<file path="config.mk">
export PLATFORM = sky130hd
export DESIGN_NAME = g2t_dly
export DESIGN_NICKNAME = d
export VERILOG_FILES = /design/src/hdl/g2t_dly.sv
export SDC_FILE = /design/constraint.sdc
export NUM_CORES = 1
export LEC_CHECK = 0
export BUFFER_PORTS_ARGS = -buffer_cell sky130_fd_sc_hd__buf_2
export CAP_MARGIN = 20
export CORE_MARGIN = 3
export CORE_UTILIZATION = 40
export CTS_CLUSTER_DIAMETER = 80
export DETAILED_ROUTE_END_ITERATION = 10
export PLACE_DENSITY = 0.86
export SLEW_MARGIN = 20
export SYNTH_ARGS = -nofsm -noshare
export SYNTH_HDL_FRONTEND = slang
export SYNTH_SLANG_ARGS = --single-unit
</file>
<file path="constraint.sdc">
create_clock -name i_clk -period 0.8 [get_ports i_clk]
set_input_delay 0.04 -clock i_clk [delete_from_list [all_inputs] [get_ports i_clk]]
set_output_delay 0.04 -clock i_clk [all_outputs]
set_load 0.03 [all_outputs]
</file>
<file path="src/hdl/g2t_dly.sv">
`timescale 1ns / 1ps
// Enabled shift-register delay line for aligning operands in the pipeline.
// Depends on nothing.
module g2t_dly #(
    parameter int W = 64,
    parameter int D = 1
) (
    input  logic         i_clk,
    input  logic         i_en,
    input  logic [W-1:0] i_d,
    output logic [W-1:0] o_q
);
    logic [W-1:0] r_sh [D];

    always_ff @(posedge i_clk) begin
        if (i_en) begin
            r_sh[0] <= i_d;
            for (int i = 1; i < D; i++) begin
                r_sh[i] <= r_sh[i-1];
            end
        end
    end

    assign o_q = r_sh[D-1];
endmodule

</file>
==> results.md <==
* Global route total overflow at 0
* F_max at between 1000 and 1500 MHz
* Routability cong. at around 0.67
* Hold Crit Start: i_en
* Critical Path Max Stage Delay at around 440 ps
* DRT Pass-1 Iters at 4
* Clock power frac at 0.285
* H-Tree Depth at 3
* Crit-path max FO at 1
* Total Nets Final at 336
* Setup violators final at 64
* CTS tree: yes
* Fin cells at about 330
* Ant. Diodes at 0
* Largest net degree at the start of global routing at 34
* Filler cells at 185
* Post-Synthesis Cells at between 60 and 70
* Die area at 5672 um^2
* Postcts setup bufs at 0
* Port bufs at approximately 130
* CP cell instances: buf_6
* Dpl cells at 247
* Largest regs: r_sh: 64 flops
* Max reg flops at 64
* CTS buffer count at 9
* WP data arrival at 950 ps
* Vias in the first global route at ~1700
* Drt initial violations at between 70 and 80
* Final Worst Setup Slack at -186.9 ps
* CTS max path bufs at 2
* Slew Limit Fails at 0
* Yosys reg bits at 64
* Net Sw Frac at 0.2684
* P_leak at ~0.0016 uW
* Mean Syn Cell Area at between 30 and 40 um^2
* Critical path class: reg -> out
* Failing checks: negative setup slack
* Comb_multi_in at 0
* Initial Util at 0.4267
* Rel. slew slack at 0.8799
* Part of the power in registers at 0.514
* CTS sink count at 64
* Area growth syn-to-layout at 101.3%
* Initial antenna violation count at 0
* Crit-path slowest cell: edfxtp_1
* Syn_nets at 130
* Seq. cell area at 1922 um^2
* Row cnt at 24
* Sequential fraction of the synthesis area at 1.000
* Max-cap violations at 0
* Gate power share at 0.201
* Routed vias at between 1000 and 1500
* Buffer and inverter count on the worst path at 1
* Worst hold stages at 2
* CP Data Required Time at around 760 ps
* Final cycle utilization of the critical path at 1.234
* Layout cells sized above 1 at 0.5236
* Synth unique cells at 1
* Tot GR Track Use at 0.2411
* Mapped Area at 1922 um^2
* Hold Path Sink: r_sh[0][60]
* Period minus WS final at ~990 ps
* Synth Warn # at 0
* Pwr/cell area at ~2100 nW/um^2
* RSZ-0062 raised after global routing: yes
* ANT nets after route at 0
* Final hold violation count at 0
* Worst setup EP type: primary output
* P_int at 5882 uW
* Drt drc at 0
* Multi-input logic area at 0 um^2
* Core Footprint at ~4500 um^2
* Die H at around 75 um
* Die W at roughly 75 um
* Delay-heaviest family, CP: flip-flops
* First-pass GRT wire length at between 9000 and 10000 um
* Core Util, Final at 0.8589
* Sw Pwr at around 2200 uW
* Worst vdd ir at between 0.001 and 0.0015 V
* # IOs at 130
* WL/cell at 19.94 um
* Outcome: complete, but fails checks
* Worst-path clk slew at ~70 ps
* Root Buffer Master: clkbuf_8
* Most flops, register: r_sh
* Worst Tran Pin Value at 180.1 ps
* DR vias/cell at 4.557
* Crit start category: flip-flop
* DRT Wirelength at ~6500 um
* Hold Path Class: in -> reg
==> cell families (layout without fill, tap and decap cells) <==
group                  count (synthesis)  after routing  share of synthesized area
flip-flops                            64             64                      1.000
buffers and inverters                  0            211                          0
==> area by class of cell <==
class	count	share of cell area
Tap cell	52	0.01682
Clock buffer	11	0.03396
Clock inverter	5	0.006145
Sequential cell	64	0.4968
Timing Repair Buffer	195	0.4463
==> cell usage after synthesis, drive strengths merged <==
cell type | number | area (um^2)
edfxtp | 64 | 1922
==> cell usage in the layout (no fill, tap or decap), drive strengths merged <==
| master | count |
|---|---|
| clkbuf | 11 |
| buf | 131 |
| clkinv | 5 |
| edfxtp | 64 |
| dlygate4sd3 | 64 |
==> power groups by stage <==
stage / registers (uW) / logic, uW / clock network (uW)
after detailed placement: 4110 / 1040 / 0
after CTS: 4110 / 1570 / 2260
after floorplan: 4670 / 0 / 0
final: 4140 / 1610 / 2290
after global routing: 4160 / 1670 / 2520
after global placement: 4100 / 1020 / 0
==> worst max path at each step <==
stage                            from     endpoint  slack [ps]  depth (start not counted)
after floorplan            r_sh[0][0]       o_q[0]         260                          0
after global placement           i_en  r_sh[0][39]         100                          2
after detailed placement         i_en  r_sh[0][51]          90                          2
after CTS                 r_sh[0][57]      o_q[57]        -140                          1
after global routing       r_sh[0][0]       o_q[0]        -210                          1
final                      r_sh[0][0]       o_q[0]        -190                          1
==> repair_timing <==
action,in CTS,in global routing
gates resized for setup,128,0
hold buffers,64,0
setup endpoints to repair,64,64
endpoints found under the hold margin,64,0
==> per-layer routing <==
layer | track usage | vias up | share of wire
li1 | - | 672 | -
met1 | 0.2558 | 733 | 0.35
met2 | 0.4343 | 77 | 0.57
met3 | 0.1042 | 8 | 0.064
met4 | 0.06990 | 0 | 0.014
met5 | 0 | - | 0
==> per-stage QoR <==
step                      total power [uW]  setup WS, ps  area (um^2)  hold slack (ps)  TNS [ps]
after global routing                  8353        -214.3         3869            172.1    -10800
after detailed placement              5148         85.37         2673            218.1         0
final                                 8041        -186.9         3869            187.0     -8029
after CTS                             7946        -142.0         3869            192.5     -7385
after floorplan                       4673         264.4         1922            138.9         0
after global placement                5121         95.69         2673            217.0         0
Power figures use the tool's default switching activity.
